<file path="config.mk">
export PLATFORM = sky130hd
export DESIGN_NAME = byte_stack_with_rotate_unit
export DESIGN_NICKNAME = d
export VERILOG_FILES = /design/src/design/bsr_pkg.sv /design/src/design/bsr_ram.sv /design/src/design/bsr_dpath.sv /design/src/design/bsr_ctrl.sv /design/src/design/byte_stack_with_rotate_unit.sv
export SDC_FILE = /design/constraint.sdc
export NUM_CORES = 1
export LEC_CHECK = 0
export ABC_AREA = 1
export BUFFER_PORTS_ARGS = -buffer_cell sky130_fd_sc_hd__buf_2
export CORE_MARGIN = 3
export CORE_UTILIZATION = 55
export CTS_BUF_LIST = sky130_fd_sc_hd__clkbuf_8
export DETAILED_ROUTE_END_ITERATION = 7
export GPL_TIMING_DRIVEN = 0
export PLACE_DENSITY = 0.75
export SYNTH_ARGS = -nofsm -noshare
export SYNTH_HDL_FRONTEND = slang
export SYNTH_SLANG_ARGS = --single-unit
</file>
<file path="constraint.sdc">
create_clock -name clk -period 3.1 [get_ports clk]
set_clock_uncertainty 0.05 [all_clocks]
set_input_delay 0.31 -clock clk [delete_from_list [all_inputs] [get_ports clk]]
set_output_delay 0.31 -clock clk [all_outputs]
set_load 0.005 [all_outputs]
</file>
<file path="src/design/bsr_pkg.sv">
// Shared types, operation and status codes, and controller command encodings.
`timescale 1ns / 1ps
package bsr_pkg;

	localparam int unsigned DEPTH_DEF = 16;
	localparam int unsigned OP_W      = 3;
	localparam int unsigned BYTE_W    = 8;
	localparam int unsigned ROT_W     = 5;
	localparam int unsigned CAP_W     = 5;
	localparam int unsigned STS_W     = 2;
	localparam logic [CAP_W-1:0] CAP_RESET = 5'd16;

	localparam logic [OP_W-1:0] OP_PUSH     = 3'd0;
	localparam logic [OP_W-1:0] OP_POP      = 3'd1;
	localparam logic [OP_W-1:0] OP_PEEK     = 3'd2;
	localparam logic [OP_W-1:0] OP_DUP      = 3'd3;
	localparam logic [OP_W-1:0] OP_ROT_UP   = 3'd4;
	localparam logic [OP_W-1:0] OP_ROT_DOWN = 3'd5;
	localparam logic [OP_W-1:0] OP_PRINT    = 3'd6;

	localparam logic [STS_W-1:0] ST_OK       = 2'd0;
	localparam logic [STS_W-1:0] ST_FULL     = 2'd1;
	localparam logic [STS_W-1:0] ST_EMPTY    = 2'd2;
	localparam logic [STS_W-1:0] ST_BADCOUNT = 2'd3;

	// RAM write source select
	localparam int unsigned WR_SEL_W = 3;
	localparam logic [WR_SEL_W-1:0] WR_NONE = 3'd0;
	localparam logic [WR_SEL_W-1:0] WR_PUSH = 3'd1;
	localparam logic [WR_SEL_W-1:0] WR_DUP  = 3'd2;
	localparam logic [WR_SEL_W-1:0] WR_MOVE = 3'd3;
	localparam logic [WR_SEL_W-1:0] WR_TMP  = 3'd4;

	// RAM read address select
	localparam int unsigned RD_SEL_W = 2;
	localparam logic [RD_SEL_W-1:0] RD_NONE  = 2'd0;
	localparam logic [RD_SEL_W-1:0] RD_TOP   = 2'd1;
	localparam logic [RD_SEL_W-1:0] RD_START = 2'd2;
	localparam logic [RD_SEL_W-1:0] RD_NEXT  = 2'd3;

	typedef struct packed {
		logic [OP_W-1:0]   operation;
		logic [BYTE_W-1:0] push_byte;
		logic [ROT_W-1:0]  rotate_count;
	} req_t;

	typedef struct packed {
		logic [STS_W-1:0]  status;
		logic [BYTE_W-1:0] byte_out;
		logic              byte_valid;
		logic              last;
	} rsp_t;

	typedef struct packed {
		logic                load;
		logic                cnt_inc;
		logic                cnt_dec;
		logic                tmp_ld;
		logic                emit;
		logic                emit_byte;
		logic                emit_last;
		logic [STS_W-1:0]    emit_status;
		logic [WR_SEL_W-1:0] wr_sel;
		logic [RD_SEL_W-1:0] rd_sel;
	} cmd_t;

	typedef struct packed {
		logic [OP_W-1:0] op;
		logic            empty;
		logic            full;
		logic            bad;
		logic            no_move;
		logic            at_end;
		logic            out_free;
	} sts_t;

endpackage

</file>
<file path="src/design/bsr_ram.sv">
// Generic single-port-write, single-port-read RAM with registered read data.
`timescale 1ns / 1ps
module bsr_ram #(
	parameter int unsigned WIDTH = 8,
	parameter int unsigned DEPTH = 16
) (
	input  logic                     clk,
	input  logic                     wr_en,
	input  logic [$clog2(DEPTH)-1:0] wr_addr,
	input  logic [WIDTH-1:0]         wr_data,
	input  logic                     rd_en,
	input  logic [$clog2(DEPTH)-1:0] rd_addr,
	output logic [WIDTH-1:0]         rd_data
);

	logic [WIDTH-1:0] mem_q [DEPTH];
	logic [WIDTH-1:0] rd_data_q;

	always_ff @(posedge clk) begin
		if (wr_en) begin
			mem_q[wr_addr] <= wr_data;
		end
		if (rd_en) begin
			rd_data_q <= mem_q[rd_addr];
		end
	end

	assign rd_data = rd_data_q;

endmodule

</file>
<file path="src/design/bsr_dpath.sv">
// Datapath: stack count, capacity register, entry RAM, walk pointer and result register.
`timescale 1ns / 1ps
module bsr_dpath #(
	parameter int unsigned DEPTH = bsr_pkg::DEPTH_DEF
) (
	input  logic                     clk,
	input  logic                     arst_n,
	input  bsr_pkg::req_t            req,
	input  logic                     cfg_we,
	input  logic [bsr_pkg::CAP_W-1:0] cfg_wdata,
	input  bsr_pkg::cmd_t            cmd,
	output bsr_pkg::sts_t            sts,
	output logic                     rsp_valid,
	input  logic                     rsp_ready,
	output bsr_pkg::rsp_t            rsp
);
	import bsr_pkg::*;

	localparam int unsigned AW = $clog2(DEPTH);
	localparam int unsigned CW = $clog2(DEPTH + 1);
	localparam int unsigned MW = (CW > ROT_W) ? CW : ROT_W;

	logic [OP_W-1:0]   op_q;
	logic [BYTE_W-1:0] byte_q;
	logic [ROT_W-1:0]  n_q;
	logic [CW-1:0]     cnt_q;
	logic [CAP_W-1:0]  cap_q;
	logic [AW-1:0]     ptr_q;
	logic [BYTE_W-1:0] tmp_q;
	logic              rsp_valid_q;
	rsp_t              rsp_q;

	logic [MW-1:0]     cnt_m, cap_m, n_m, dep_m, lo_m;
	logic [AW-1:0]     top_a, lo_a, start_a, end_a, next_a, mv_a;
	logic [AW-1:0]     rd_addr, wr_addr;
	logic [BYTE_W-1:0] wr_data, rd_data;
	logic              rd_en, wr_en, dir_up;

	assign cnt_m = MW'(cnt_q);
	assign cap_m = MW'(cap_q);
	assign n_m   = MW'(n_q);
	assign dep_m = MW'(DEPTH);
	assign lo_m  = cnt_m - n_m;

	assign top_a  = AW'(cnt_q - CW'(1));
	assign lo_a   = AW'(lo_m);
	assign dir_up = (op_q != OP_ROT_DOWN);
	assign next_a = dir_up ? (ptr_q - AW'(1)) : (ptr_q + AW'(1));
	assign mv_a   = dir_up ? (ptr_q + AW'(1)) : (ptr_q - AW'(1));

	always_comb begin
		start_a = top_a;
		end_a   = '0;
		if (op_q == OP_ROT_DOWN) begin
			start_a = lo_a;
			end_a   = top_a;
		end else if (op_q == OP_ROT_UP) begin
			end_a   = lo_a;
		end
	end

	// read address decode
	always_comb begin
		rd_en   = 1'b1;
		rd_addr = top_a;
		unique case (cmd.rd_sel)
			RD_TOP:   rd_addr = top_a;
			RD_START: rd_addr = start_a;
			RD_NEXT:  rd_addr = next_a;
			default:  rd_en   = 1'b0;
		endcase
	end

	// write source decode
	always_comb begin
		wr_en   = 1'b1;
		wr_addr = AW'(cnt_q);
		wr_data = byte_q;
		unique case (cmd.wr_sel)
			WR_PUSH: begin
				wr_addr = AW'(cnt_q);
				wr_data = byte_q;
			end
			WR_DUP: begin
				wr_addr = AW'(cnt_q);
				wr_data = rd_data;
			end
			WR_MOVE: begin
				wr_addr = mv_a;
				wr_data = rd_data;
			end
			WR_TMP: begin
				wr_addr = ptr_q;
				wr_data = tmp_q;
			end
			default: wr_en = 1'b0;
		endcase
	end

	bsr_ram #(
		.WIDTH (BYTE_W),
		.DEPTH (DEPTH)
	) u_ram (
		.clk     (clk),
		.wr_en   (wr_en),
		.wr_addr (wr_addr),
		.wr_data (wr_data),
		.rd_en   (rd_en),
		.rd_addr (rd_addr),
		.rd_data (rd_data)
	);

	always_ff @(posedge clk or negedge arst_n) begin
		if (!arst_n) begin
			cnt_q       <= '0;
			cap_q       <= CAP_RESET;
			rsp_valid_q <= 1'b0;
		end else begin
			if (cfg_we) begin
				cap_q <= cfg_wdata;
			end
			if (cmd.cnt_inc) begin
				cnt_q <= cnt_q + CW'(1);
			end else if (cmd.cnt_dec) begin
				cnt_q <= cnt_q - CW'(1);
			end
			if (cmd.emit) begin
				rsp_valid_q <= 1'b1;
			end else if (rsp_ready) begin
				rsp_valid_q <= 1'b0;
			end
		end
	end

	always_ff @(posedge clk) begin
		if (cmd.load) begin
			op_q   <= req.operation;
			byte_q <= req.push_byte;
			n_q    <= req.rotate_count;
		end
		if (rd_en) begin
			ptr_q <= rd_addr;
		end
		if (cmd.tmp_ld) begin
			tmp_q <= rd_data;
		end
		if (cmd.emit) begin
			rsp_q.status     <= cmd.emit_status;
			rsp_q.byte_out   <= cmd.emit_byte ? rd_data : '0;
			rsp_q.byte_valid <= cmd.emit_byte;
			rsp_q.last       <= cmd.emit_last;
		end
	end

	assign sts.op       = op_q;
	assign sts.empty    = (cnt_q == '0);
	assign sts.full     = (cnt_m >= cap_m) || (cnt_m >= dep_m);
	assign sts.bad      = (n_m > cnt_m);
	assign sts.no_move  = (n_q < ROT_W'(2));
	assign sts.at_end   = (ptr_q == end_a);
	assign sts.out_free = !rsp_valid_q || rsp_ready;

	assign rsp_valid = rsp_valid_q;
	assign rsp       = rsp_q;

endmodule

</file>
<file path="src/design/bsr_ctrl.sv">
// Controller: sequences each operation through the datapath.
`timescale 1ns / 1ps
module bsr_ctrl (
	input  logic          clk,
	input  logic          arst_n,
	input  logic          req_valid,
	output logic          req_ready,
	input  bsr_pkg::sts_t sts,
	output bsr_pkg::cmd_t cmd
);
	import bsr_pkg::*;

	localparam logic [2:0] S_IDLE      = 3'd0;
	localparam logic [2:0] S_DISP      = 3'd1;
	localparam logic [2:0] S_PEEK      = 3'd2;
	localparam logic [2:0] S_DUP       = 3'd3;
	localparam logic [2:0] S_PRINT     = 3'd4;
	localparam logic [2:0] S_ROT_FIRST = 3'd5;
	localparam logic [2:0] S_ROT_MOVE  = 3'd6;
	localparam logic [2:0] S_ROT_LAST  = 3'd7;

	logic [2:0] state_q, state_d;

	assign req_ready = (state_q == S_IDLE);

	always_comb begin
		state_d         = state_q;
		cmd             = '0;
		cmd.emit_last   = 1'b1;
		cmd.emit_status = ST_OK;
		cmd.wr_sel      = WR_NONE;
		cmd.rd_sel      = RD_NONE;
		unique case (state_q)
			S_IDLE: begin
				if (req_valid) begin
					cmd.load = 1'b1;
					state_d  = S_DISP;
				end
			end
			S_DISP: begin
				// hold until the result register can take a beat
				if (sts.out_free) begin
					state_d = S_IDLE;
					unique case (sts.op) inside
						OP_PUSH: begin
							cmd.emit = 1'b1;
							if (sts.full) begin
								cmd.emit_status = ST_FULL;
							end else begin
								cmd.wr_sel  = WR_PUSH;
								cmd.cnt_inc = 1'b1;
							end
						end
						OP_POP: begin
							cmd.emit = 1'b1;
							if (sts.empty) begin
								cmd.emit_status = ST_EMPTY;
							end else begin
								cmd.cnt_dec = 1'b1;
							end
						end
						OP_PEEK, OP_DUP, OP_PRINT: begin
							if (sts.empty) begin
								cmd.emit        = 1'b1;
								cmd.emit_status = ST_EMPTY;
							end else if (sts.op == OP_DUP && sts.full) begin
								cmd.emit        = 1'b1;
								cmd.emit_status = ST_FULL;
							end else begin
								cmd.rd_sel = RD_TOP;
								if (sts.op == OP_PEEK) begin
									state_d = S_PEEK;
								end else if (sts.op == OP_DUP) begin
									state_d = S_DUP;
								end else begin
									state_d = S_PRINT;
								end
							end
						end
						OP_ROT_UP, OP_ROT_DOWN: begin
							if (sts.bad) begin
								cmd.emit        = 1'b1;
								cmd.emit_status = ST_BADCOUNT;
							end else if (sts.no_move) begin
								cmd.emit = 1'b1;
							end else begin
								cmd.rd_sel = RD_START;
								state_d    = S_ROT_FIRST;
							end
						end
						default: begin
							cmd.emit = 1'b1;
						end
					endcase
				end
			end
			S_PEEK: begin
				cmd.emit      = 1'b1;
				cmd.emit_byte = 1'b1;
				state_d       = S_IDLE;
			end
			S_DUP: begin
				cmd.wr_sel  = WR_DUP;
				cmd.cnt_inc = 1'b1;
				cmd.emit    = 1'b1;
				state_d     = S_IDLE;
			end
			S_PRINT: begin
				if (sts.out_free) begin
					cmd.emit      = 1'b1;
					cmd.emit_byte = 1'b1;
					cmd.emit_last = sts.at_end;
					if (sts.at_end) begin
						state_d = S_IDLE;
					end else begin
						cmd.rd_sel = RD_NEXT;
					end
				end
			end
			S_ROT_FIRST: begin
				cmd.tmp_ld = 1'b1;
				cmd.rd_sel = RD_NEXT;
				state_d    = S_ROT_MOVE;
			end
			S_ROT_MOVE: begin
				cmd.wr_sel = WR_MOVE;
				if (sts.at_end) begin
					state_d = S_ROT_LAST;
				end else begin
					cmd.rd_sel = RD_NEXT;
				end
			end
			S_ROT_LAST: begin
				cmd.wr_sel = WR_TMP;
				cmd.emit   = 1'b1;
				state_d    = S_IDLE;
			end
			default: begin
				state_d = S_IDLE;
			end
		endcase
	end

	always_ff @(posedge clk or negedge arst_n) begin
		if (!arst_n) begin
			state_q <= S_IDLE;
		end else begin
			state_q <= state_d;
		end
	end

endmodule

</file>
<file path="src/design/byte_stack_with_rotate_unit.sv">
// Top level of the byte stack with rotate: controller plus datapath.
`timescale 1ns / 1ps
//
//  channel  | signals                          | direction | beat
//  ---------+----------------------------------+-----------+-------------------------------
//  request  | req_valid, req_ready, req        | in        | one operation
//  response | rsp_valid, rsp_ready, rsp        | out       | one result (print: one per entry)
//  config   | cfg_we, cfg_wdata                | in        | capacity write, no wait
//
//  Push, pop, errors and unused codes end at dispatch; peek and dup read the top first; a
//  rotate saves its start entry, moves the rest and writes it back. The entry RAM has one
//  write and one registered read port, so walks move one entry per cycle while not stalled.
//  Reset clears the count (stack empty) and sets capacity to 16; entries need no clear.
//  A stalled response holds the controller; print resumes reading once the beat is taken.
//
module byte_stack_with_rotate_unit #(
	parameter int unsigned DEPTH = bsr_pkg::DEPTH_DEF
) (
	input  logic                      clk,
	input  logic                      arst_n,
	input  logic                      req_valid,
	output logic                      req_ready,
	input  bsr_pkg::req_t             req,
	output logic                      rsp_valid,
	input  logic                      rsp_ready,
	output bsr_pkg::rsp_t             rsp,
	input  logic                      cfg_we,
	input  logic [bsr_pkg::CAP_W-1:0] cfg_wdata
);
	import bsr_pkg::*;

	cmd_t cmd;
	sts_t sts;

	// sequence operations; a request is taken only when the controller is idle
	bsr_ctrl u_ctrl (
		.clk       (clk),
		.arst_n    (arst_n),
		.req_valid (req_valid),
		.req_ready (req_ready),
		.sts       (sts),
		.cmd       (cmd)
	);

	// count, capacity, entry RAM and the result register that decouples the response side
	bsr_dpath #(
		.DEPTH (DEPTH)
	) u_dpath (
		.clk       (clk),
		.arst_n    (arst_n),
		.req       (req),
		.cfg_we    (cfg_we),
		.cfg_wdata (cfg_wdata),
		.cmd       (cmd),
		.sts       (sts),
		.rsp_valid (rsp_valid),
		.rsp_ready (rsp_ready),
		.rsp       (rsp)
	);

endmodule
</file>
==> impl.org, run 1 <==
** Cells and area
- Final Core Density :: 0.6972
- Post-synthesis to final-layout area growth :: 23.54%
- Non-filler cells in the finished layout :: 1,297
- Number of inserted diodes :: 0
- After the last flow step, the layout net total stands at 1,109.
- Of the cells placed in the final design, the portion with a size suffix greater than 1 is 0.2358.
- Leaving out fill and tap cells, the most frequent cells in the layout are 176 x sky130_fd_sc_hd__edfxtp_1, 170 x sky130_fd_sc_hd__inv_1, 160 x sky130_fd_sc_hd__nand2_1.
- Leaving out fill and tap cells, the most frequent cell in the layout is sky130_fd_sc_hd__edfxtp_1.
- Once layout is done, the placed cells without fillers occupy 11,600 µm².

** Outcome
- The run finished, with violations left.
- Violations in the final reports :: setup timing

** Routing
- Via total after detailed routing :: 7,279
- After detailed routing, the number of remaining DRC violations is 0.
- The count of nets left with antenna violations once routing finished came out at 0.
- After the first detailed-routing iteration, the DRC count stood at 886.
- Final Routed Wirelength :: 23,930 µm
- Dividing the detail-routed wire length by the instance count gives 18.45 µm.
- Mean number of vias per cell :: 5.612
- Before antenna repair, the detailed router went through 6 iterations.

** Synth
- sky130_fd_sc_hd__edfxtp_1 takes more of the synthesized area than any other cell.
- In this run the mean area of a mapped cell was 9.783 µm².
- Yosys printed 0 warnings.
- Synthesis produced a netlist with a net count of 1,004.
- Sorting the synthesized cells by area gives the leading types as sky130_fd_sc_hd__edfxtp_1 56%, sky130_fd_sc_hd__nand3_1 11%, sky130_fd_sc_hd__nand2_1 7.2%.
- Post-synth design cell area :: 9392 µm²
- Area share of the leading cell type in the synthesized netlist :: 0.5627
- Number of distinct standard cells referenced by the synthesized netlist :: 41
- Post-synthesis sequential area ratio :: 0.6002
- Synthesis produced a netlist whose cell count is 960.
- Synthesis inferred 190 register bits.

** Placed design
- Total cell area at the placement stage :: 9922 µm²
- Post-placement worst setup slack :: -0.7740 ns
- Port bufs :: 38
- Last weighted congestion value of the routability-driven placer :: 0.9314
- Placed cell count :: 1,218
- Half-perimeter wire length after placement :: 14,970 µm

** Pwr
- Worst vdd rail ir drop :: 0.5245 mV
- Leakage Power :: 4.993 nW
- Total power consumption of the routed design :: 12.84 mW
- Power Density :: 1106 nW/µm²

** Critical path
- The critical path starts at u_dpath.cnt_m[0]$_DFFE_PN0P_.
- Critical Path End Type :: register
- Worst path slowest cell :: sky130_fd_sc_hd__fa_2
- The startpoint identified for the worst register-to-register timing path is u_dpath.cnt_m[0]$_DFFE_PN0P_.
- The critical path crosses 21 cells after its start point.
- The number of cells on the worst reg-to-reg path is 21.
- For the worst setup path, the data arrival time is 3.62 ns.
- Walking the worst path, the cells encountered are clkinv_4 > ha_4 > inv_2 > fa_2 > nand3_2 > nand2_1 > nand2_1 > nand2_1 > nand2_2 > nor2_4 > nand3_4 > nand2_4 > buf_6 > nand4_4 > nand3_1 > nand2_4 > clkbuf_4 > nand3_1 > nand3_1 > nand3_1 > nand2_1.
- The endpoint identified for the worst register-to-register timing path is u_dpath.u_ram.rd_data[7]$_DFFE_PP_.
- The number of buffers and inverters on the critical path is 4.
- In this run the worst setup path terminates at u_dpath.u_ram.rd_data[7]$_DFFE_PP_.
- In this design, the largest share of critical-path delay is due to simple AND/OR/NAND/NOR gates.
- CP Data Required Time :: 3.27 ns
- CP peak stage delay :: 0.55 ns
- In this run the worst path has a maximum fanout of 10.
- Flop-to-flop setup slack :: -0.34 ns
- The worst setup path is launched from a register.
- The critical path is of the register to register type.

** STA
- Summed over all failing endpoints, the final setup total negative slack is -7.705 ns.
- Final critical path time including I/O delays and setup :: 3.444 ns
- Setup repair after global routing could not meet its margin everywhere.
- Final max-slew violation count :: 0
- Final hold violation count :: 0
- For this run, the top clock speed supported by timing is 290.4 MHz.
- Rel. slew slack :: 0.3171
- Fraction of the cycle the final worst path needs :: 1.111
- Final setup violating endpoints :: 64
- Tightest hold margin :: 0.02956 ns
- Worst Tran Pin Value :: 1.014 ns
- Worst path setup slack after routing :: -0.3437 ns

** Flow run
- Number of max-capacitance violations reported :: 0

** Floorplanning
- The initialized floorplan defines 47 standard-cell rows.
- Horizontal extent of the die :: 136.7 µm
- The die covers 18,680 µm².
- The region available for standard cell placement spans 16,640 µm².
- Count of boundary I/O pins :: 40
- Starting utilization of the core area :: 0.5643
- Die Height :: 136.7 µm

** Clock tree
- Number of buffers created by CTS :: 17
- After clock tree synthesis, the clock-pin slew on the worst setup and hold paths is 0.10 ns.
- Total number of clock tree sinks :: 190
- TritonCTS built the clock tree.
- CTS built an H-tree with a depth of 4.
- Latest clock arrival within the worst-skew pair :: 0.47 ns
- CTS placed an instance of sky130_fd_sc_hd__clkbuf_8 at the clock tree root.
- Counting along the longest clock path gives a buffer depth of 2.

** Global routing
- Overall track demand over capacity in global routing :: 0.2485
- Summed over all layers, the global routing overflow is 0.
- Entering global routing, the biggest net connects 18 pins.
- The first global-routing pass estimated 35,240 µm of wire.
- Number of antenna violations at the first check in global routing :: 0
- Number of global-route vias before repair :: 6,883

** Worst hold path
- Worst min-delay path category :: input port to register
## worst min-delay path by stage
| stage | slack [ns] | from | to | cells past startpoint |
|---|---|---|---|---|
| 2_1_floorplan | -0.04 | arst_n | u_ctrl.state_q[0]$_DFFE_PN0P_ | 0 |
| 3_3_place_gp | 0.18 | arst_n | u_dpath.cap_m[1]$_DFFE_PN0P_ | 1 |
| 3_5_place_dp | 0.18 | arst_n | u_dpath.cap_m[2]$_DFFE_PN0P_ | 1 |
| 4_1_cts | 0.01 | cfg_wdata[0] | u_dpath.cap_m[0]$_DFFE_PN0P_ | 2 |
| 5_1_grt | 0.001 | cfg_wdata[0] | u_dpath.cap_m[0]$_DFFE_PN0P_ | 2 |
| 6_report | 0.03 | cfg_wdata[0] | u_dpath.cap_m[0]$_DFFE_PN0P_ | 2 |
## power by group
part	switching, mW	internal, mW	total (mW)
logic	4.79	2.60	7.39
clock network	0.936	0.731	1.67
registers	0.225	3.56	3.78
## repair_timing
action                                  CTS  global route
endpoints found under the setup margin   80           153
hold buffers                             21             0
pin swaps                                18            31
cloned                                    2             5
resized for setup                        84            94
hold endpoints to repair                 34             0
setup buffers                            14             7
## area by class of cell
cell class	count	area [µm²]
repair buffers	86	780.7
well taps	220	275.3
multi-input cells	557	3447
plain buffers	36	392.9
flip-flops and latches	190	5640
clock buffers	17	234.0
inverters	177	671.9
clock inverters	14	160.2
fillers	1131	5040
## state kept, by name (all words and copies together) (netlist names)
name	count
u_dpath.u_ram.mem_q	128
u_dpath.cnt_m	5
u_dpath.cap_m	5
u_dpath.u_ram.rd_data	8
u_dpath.rsp	12
u_dpath.rsp_valid	1
u_ctrl.state_q	3
u_dpath.ptr_q	4
u_dpath.tmp_q	8
u_dpath.op_q	3
u_dpath.byte_q	8
u_dpath.n_m	5
## per-layer routing
layer,vias up,part of all wire,GRT usage
li1,3413,-,-
met5,-,0,0
met1,3423,0.40,0.3274
met4,0,0.039,0.08399
met3,72,0.088,0.05993
met2,371,0.48,0.4064
## cell families (layout without fill, tap and decap cells)
group | count (synthesis) | after routing | synth area share
AND/OR/NAND/NOR | 473 | 473 | 0.2343
buffers and inverters | 213 | 330 | 0.09592
flip-flops | 190 | 190 | 0.6002
AO/OA/AOI/OAI | 56 | 56 | 0.03517
adder cells (fa/ha/maj) | 18 | 18 | 0.02478
XOR/XNOR | 9 | 9 | 0.008394
multiplexers | 1 | 1 | 0.001199
## Yosys cell counts (all sizes together)
| master | number |
|---|---|
| nand3 | 202 |
| nand2 | 184 |
| edfxtp | 176 |
| inv | 174 |
| nor2 | 48 |
| buf | 33 |
| o21ai | 28 |
| nand3b | 25 |
| a21oi | 17 |
| ha | 17 |
| dfrtp | 13 |
| nor3 | 7 |
| xor2 | 7 |
| nand4 | 5 |
| clkbuf | 3 |
| clkinv | 3 |
| o211ai | 3 |
| o22ai | 3 |
| or2 | 2 |
| xnor2 | 2 |
| a21o | 1 |
| a2bb2oi | 1 |
| a31oi | 1 |
| dfstp | 1 |
| fa | 1 |
| mux2 | 1 |
| o21a | 1 |
| o21bai | 1 |
(Power assumes the default switching activity.)
==> inputs of run 2 (changes only) <==
--- a/config.mk
+++ b/config.mk
@@ -11,8 +11,7 @@
 export CORE_UTILIZATION = 55
 export CTS_BUF_LIST = sky130_fd_sc_hd__clkbuf_8
 export DETAILED_ROUTE_END_ITERATION = 7
-export GPL_TIMING_DRIVEN = 0
-export PLACE_DENSITY = 0.75
+export PLACE_DENSITY = 0.73
 export SYNTH_ARGS = -nofsm -noshare
 export SYNTH_HDL_FRONTEND = slang
 export SYNTH_SLANG_ARGS = --single-unit
==> run 2 against run 1 <==
  * The run still ends with setup timing left
  * Maximum frequency rose by 2.1%
  * Combinational power shrank 12%
  * Flip-flop and latch count unchanged
  * Via count rose by 0.33%
  * Design area is 0.99% lower
  * Wire length down 2.8%
  * Register-to-register slack better by 0.07 ns
  * Sequential share of layout area is 0.47 points higher
  * First-iteration DRC count down 1.8%
  * Critical path depth rose by 1
  * Core utilization decreased by 0.69 points
  * Critical endpoint unchanged
  * Largest power group unchanged
  * Highest routed layer unchanged
==> impl.org, run 2 (synthesized netlist as in run 1, its figures left out) <==
** Outcome
- Outcome :: finished, violations left (unchanged)
- Violations in the final reports: setup timing (unchanged).

** Floorplanning
- The chip width was 136.7 µm (unchanged).
- Die Height :: 136.7 µm (unchanged)
- Starting utilization of the core area :: 0.5643 (unchanged)
- Floorplan die area :: 18,680 µm² (unchanged)
- The boundary pin count was 40 (unchanged).
- The total core area is 16,640 µm² (unchanged).
- The number of placement rows came to 47 (unchanged).

** STA
- The upper clock frequency limit is 296.4 MHz (was 290.4 MHz).
- Setup repair after global routing missed its margin :: true (unchanged)
- Worst Tran Pin Value :: 0.8529 ns (was 1.014 ns)
- The final worst-path setup slack came to -0.2741 ns (was -0.3437 ns).
- The number of pins with negative max-slew slack in the final report was 0 (unchanged).
- Final critical path time including I/O delays and setup :: 3.374 ns (was 3.444 ns)
- The final setup TNS was -1.901 ns (was -7.705 ns).
- Fraction of the cycle the final worst path needs :: 1.088 (was 1.111)
- Final setup violating endpoints :: 8 (was 64)
- Rel. slew slack :: 0.4298 (was 0.3171)
- The number of hold violations in the final report was 0 (unchanged).

** Cells and area
- Filler cells :: 1,204 (was 1,131)
- The final cell utilization of the core was 0.6902 (was 0.6972).
- The post-synthesis to final-layout area growth is 22.32% (was 23.54%).
- Post-layout net count :: 1,145 (was 1,109)
- The area of combinational cells with multiple inputs is 3104 µm² (was 3447 µm²).
- Most used cells in the layout excluding fill and tap cells: 176 x sky130_fd_sc_hd__nand2_1, 176 x sky130_fd_sc_hd__edfxtp_1, 170 x sky130_fd_sc_hd__inv_1 (was 176 x sky130_fd_sc_hd__edfxtp_1, 170 x sky130_fd_sc_hd__inv_1, 160 x sky130_fd_sc_hd__nand2_1).
- Number of inserted diodes :: 0 (unchanged)
- The flip-flop count of the largest register, all copies and words added is 128 (unchanged).
- The top register by number of flip-flops is u_dpath.u_ram.mem_q (unchanged).
- FF+latch area :: 5638 µm² (was 5640 µm²)
- The share of layout cells above drive strength 1 is 0.2092 (was 0.2358).
- The final instance area is 11,490 µm² (was 11,600 µm²).

** Clock tree
- Number of buffers created by CTS :: 17 (unchanged)
- The clock tree root buffer cell is sky130_fd_sc_hd__clkbuf_8 (unchanged).
- The TritonCTS clock tree is built (unchanged).
- The clock-pin transition on the worst setup and hold timing paths is 0.11 ns (was 0.10 ns).
- The clock sink count came to 190 (unchanged).
- Maximum buffer depth of the clock tree :: 2 (unchanged)
- Latest clock arrival within the worst-skew pair :: 0.48 ns (was 0.47 ns)
- Number of levels the H-tree was split into :: 4 (unchanged)

** Routing
- DRC :: 0 (unchanged)
- Final antenna-violating net count :: 0 (unchanged)
- The iteration-0 DRC count of the detailed router came to 870 (was 886).
- The mean routed wirelength per cell came to 17.43 µm (was 18.45 µm).
- The detailed-routing iteration count for the pre-antenna-repair pass was 5 (was 6).
- The overall routed net length is 23,250 µm (was 23,930 µm).
- The detail-routed via count per cell was 5.475 (was 5.612).
- The via total after detailed routing came to 7,303 (was 7,279).

** Global routing
- The wire length of the first global-routing pass was 36,250 µm (was 35,240 µm).
- Number of global-route vias before repair :: 7,130 (was 6,883)
- The combined global-route utilization of all metal layers was 0.2570 (was 0.2485).
- The residual overflow from global routing is 0 (unchanged).
- The initial antenna violation count came to 0 (unchanged).
- Maximum number of pins on one net before global-route repair :: 28 (was 18)

** Critical path
- Critical Path End Type :: register (unchanged)
- The critical path arrival came to 3.58 ns (was 3.62 ns).
- The maximum fanout along the worst path was 6 (was 10).
- The critical path class is register to register (unchanged).
- The required time at the worst-slack endpoint came to 3.30 ns (was 3.27 ns).
- Type of origin of the critical path :: register (unchanged)

** Flow run
- Number of max-capacitance violations reported :: 0 (unchanged)

** Placed design
- The number of buffer cells added on primary ports came to 39 (was 38).
- The half-perimeter wire length after placement is 15,240 µm (was 14,970 µm).
- The global placement routability congestion is 0.9296 (was 0.9314).
- The total placed instance area was 10,440 µm² (was 9922 µm²).

** Worst hold path
- The kind of path behind the tightest hold check is input port to register (unchanged).

** Pwr
- The leakage component of the power was 5.086 nW (was 4.993 nW).
- Power Density :: 1045 nW/µm² (was 1106 nW/µm²)
- Total power consumption of the routed design :: 12.00 mW (was 12.84 mW)
- The maximum vdd drop came to 0.7902 mV (was 0.5245 mV).
run 2: cell types whose count changed in the layout (fill, tap and decap cells not counted), sizes merged:
cell	before	now
dlygate4sd3	21	22
inv	179	181
buf	92	135
clkbuf	26	18
bufinv	2	1
run 2: area by class of cell:
cell class,instances,area share
inverter,177,0.05849
multi-input combinational,557,0.2702
tap,220,0.02396
clock buffer,17,0.02037
timing repair buffer,158,0.1177
clock inverter,15,0.01841
sequential,190,0.4908
run 2: power by group:
| part | switching, mW | internal [mW] | leakage [nW] |
|---|---|---|---|
| Clock | 1.02 | 0.707 | 0.217 |
| Sequential | 0.196 | 3.54 | 1.77 |
| Combinational | 4.18 | 2.36 | 3.10 |
run 2: what timing repair did:
action                     in CTS  in global routing
cloned                          4                  1
hold endpoints to repair       35                  0
resized for setup              32                 20
buffers inserted                4                  1
hold buffers                   22                  0
setup endpoints to repair       8                 11
pin swaps                       4                 14
run 2: metal layers:
metal,global-route usage,vias up,part of all wire
met1,0.3365,3399,0.40
met5,0,-,0
met3,0.06287,44,0.094
li1,-,3481,-
met4,0.09462,0,0.023
met2,0.4176,379,0.49
run 2: path summary, 6_finish.rpt:
check	from	end	slack (ns)	depth (start not counted)
worst min register to register	u_dpath.cap_m[4]$_DFFE_PN1P_	u_dpath.cap_m[4]$_DFFE_PN1P_	0.46	2
max in group asynchronous	arst_n	u_dpath.cap_m[4]$_DFFE_PN1P_	2.48	2
worst min-delay path	cfg_we	u_dpath.cap_m[4]$_DFFE_PN1P_	0.04	2
worst max-delay path	u_dpath.cnt_m[0]$_DFFE_PN0P_	u_dpath.u_ram.rd_data[7]$_DFFE_PP_	-0.27	22
min in group asynchronous	arst_n	u_dpath.cap_m[3]$_DFFE_PN0P_	0.21	2
worst max register to register	u_dpath.cnt_m[0]$_DFFE_PN0P_	u_dpath.u_ram.rd_data[7]$_DFFE_PP_	-0.27	22
run 2: worst max-delay path, stage by stage, from the launching register on:
cell and delay (ns):
sky130_fd_sc_hd__dfrtp_2 0.44, sky130_fd_sc_hd__inv_4 0.07, sky130_fd_sc_hd__ha_4 0.12, sky130_fd_sc_hd__inv_2 0.04
sky130_fd_sc_hd__fa_2 0.55, sky130_fd_sc_hd__nand3_2 0.09, sky130_fd_sc_hd__nand2_1 0.07, sky130_fd_sc_hd__nand2_1 0.04
sky130_fd_sc_hd__nand2_1 0.05, sky130_fd_sc_hd__nand2_1 0.06, sky130_fd_sc_hd__nor2_2 0.13, sky130_fd_sc_hd__nand3_4 0.12
sky130_fd_sc_hd__nand2_2 0.09, sky130_fd_sc_hd__buf_6 0.10, sky130_fd_sc_hd__nand4_4 0.14, sky130_fd_sc_hd__nand3_4 0.21
sky130_fd_sc_hd__buf_12 0.16, sky130_fd_sc_hd__clkbuf_16 0.15, sky130_fd_sc_hd__nand3b_1 0.11, sky130_fd_sc_hd__nand3_2 0.12
sky130_fd_sc_hd__nand3_2 0.10, sky130_fd_sc_hd__nand3_2 0.09, sky130_fd_sc_hd__nand2_2 0.06
run 2: per-stage QoR:
step	std cells	hold slack, ns	setup slack [ns]
finish	1334	0.04231	-0.2741
global route	1334	0.04175	-0.4620
CTS	1333	0.01172	-0.2231
detailed placement	1271	0.2016	-0.2662
global placement	1271	0.1904	-0.2338
floorplan	960	-0.03559	0.01639
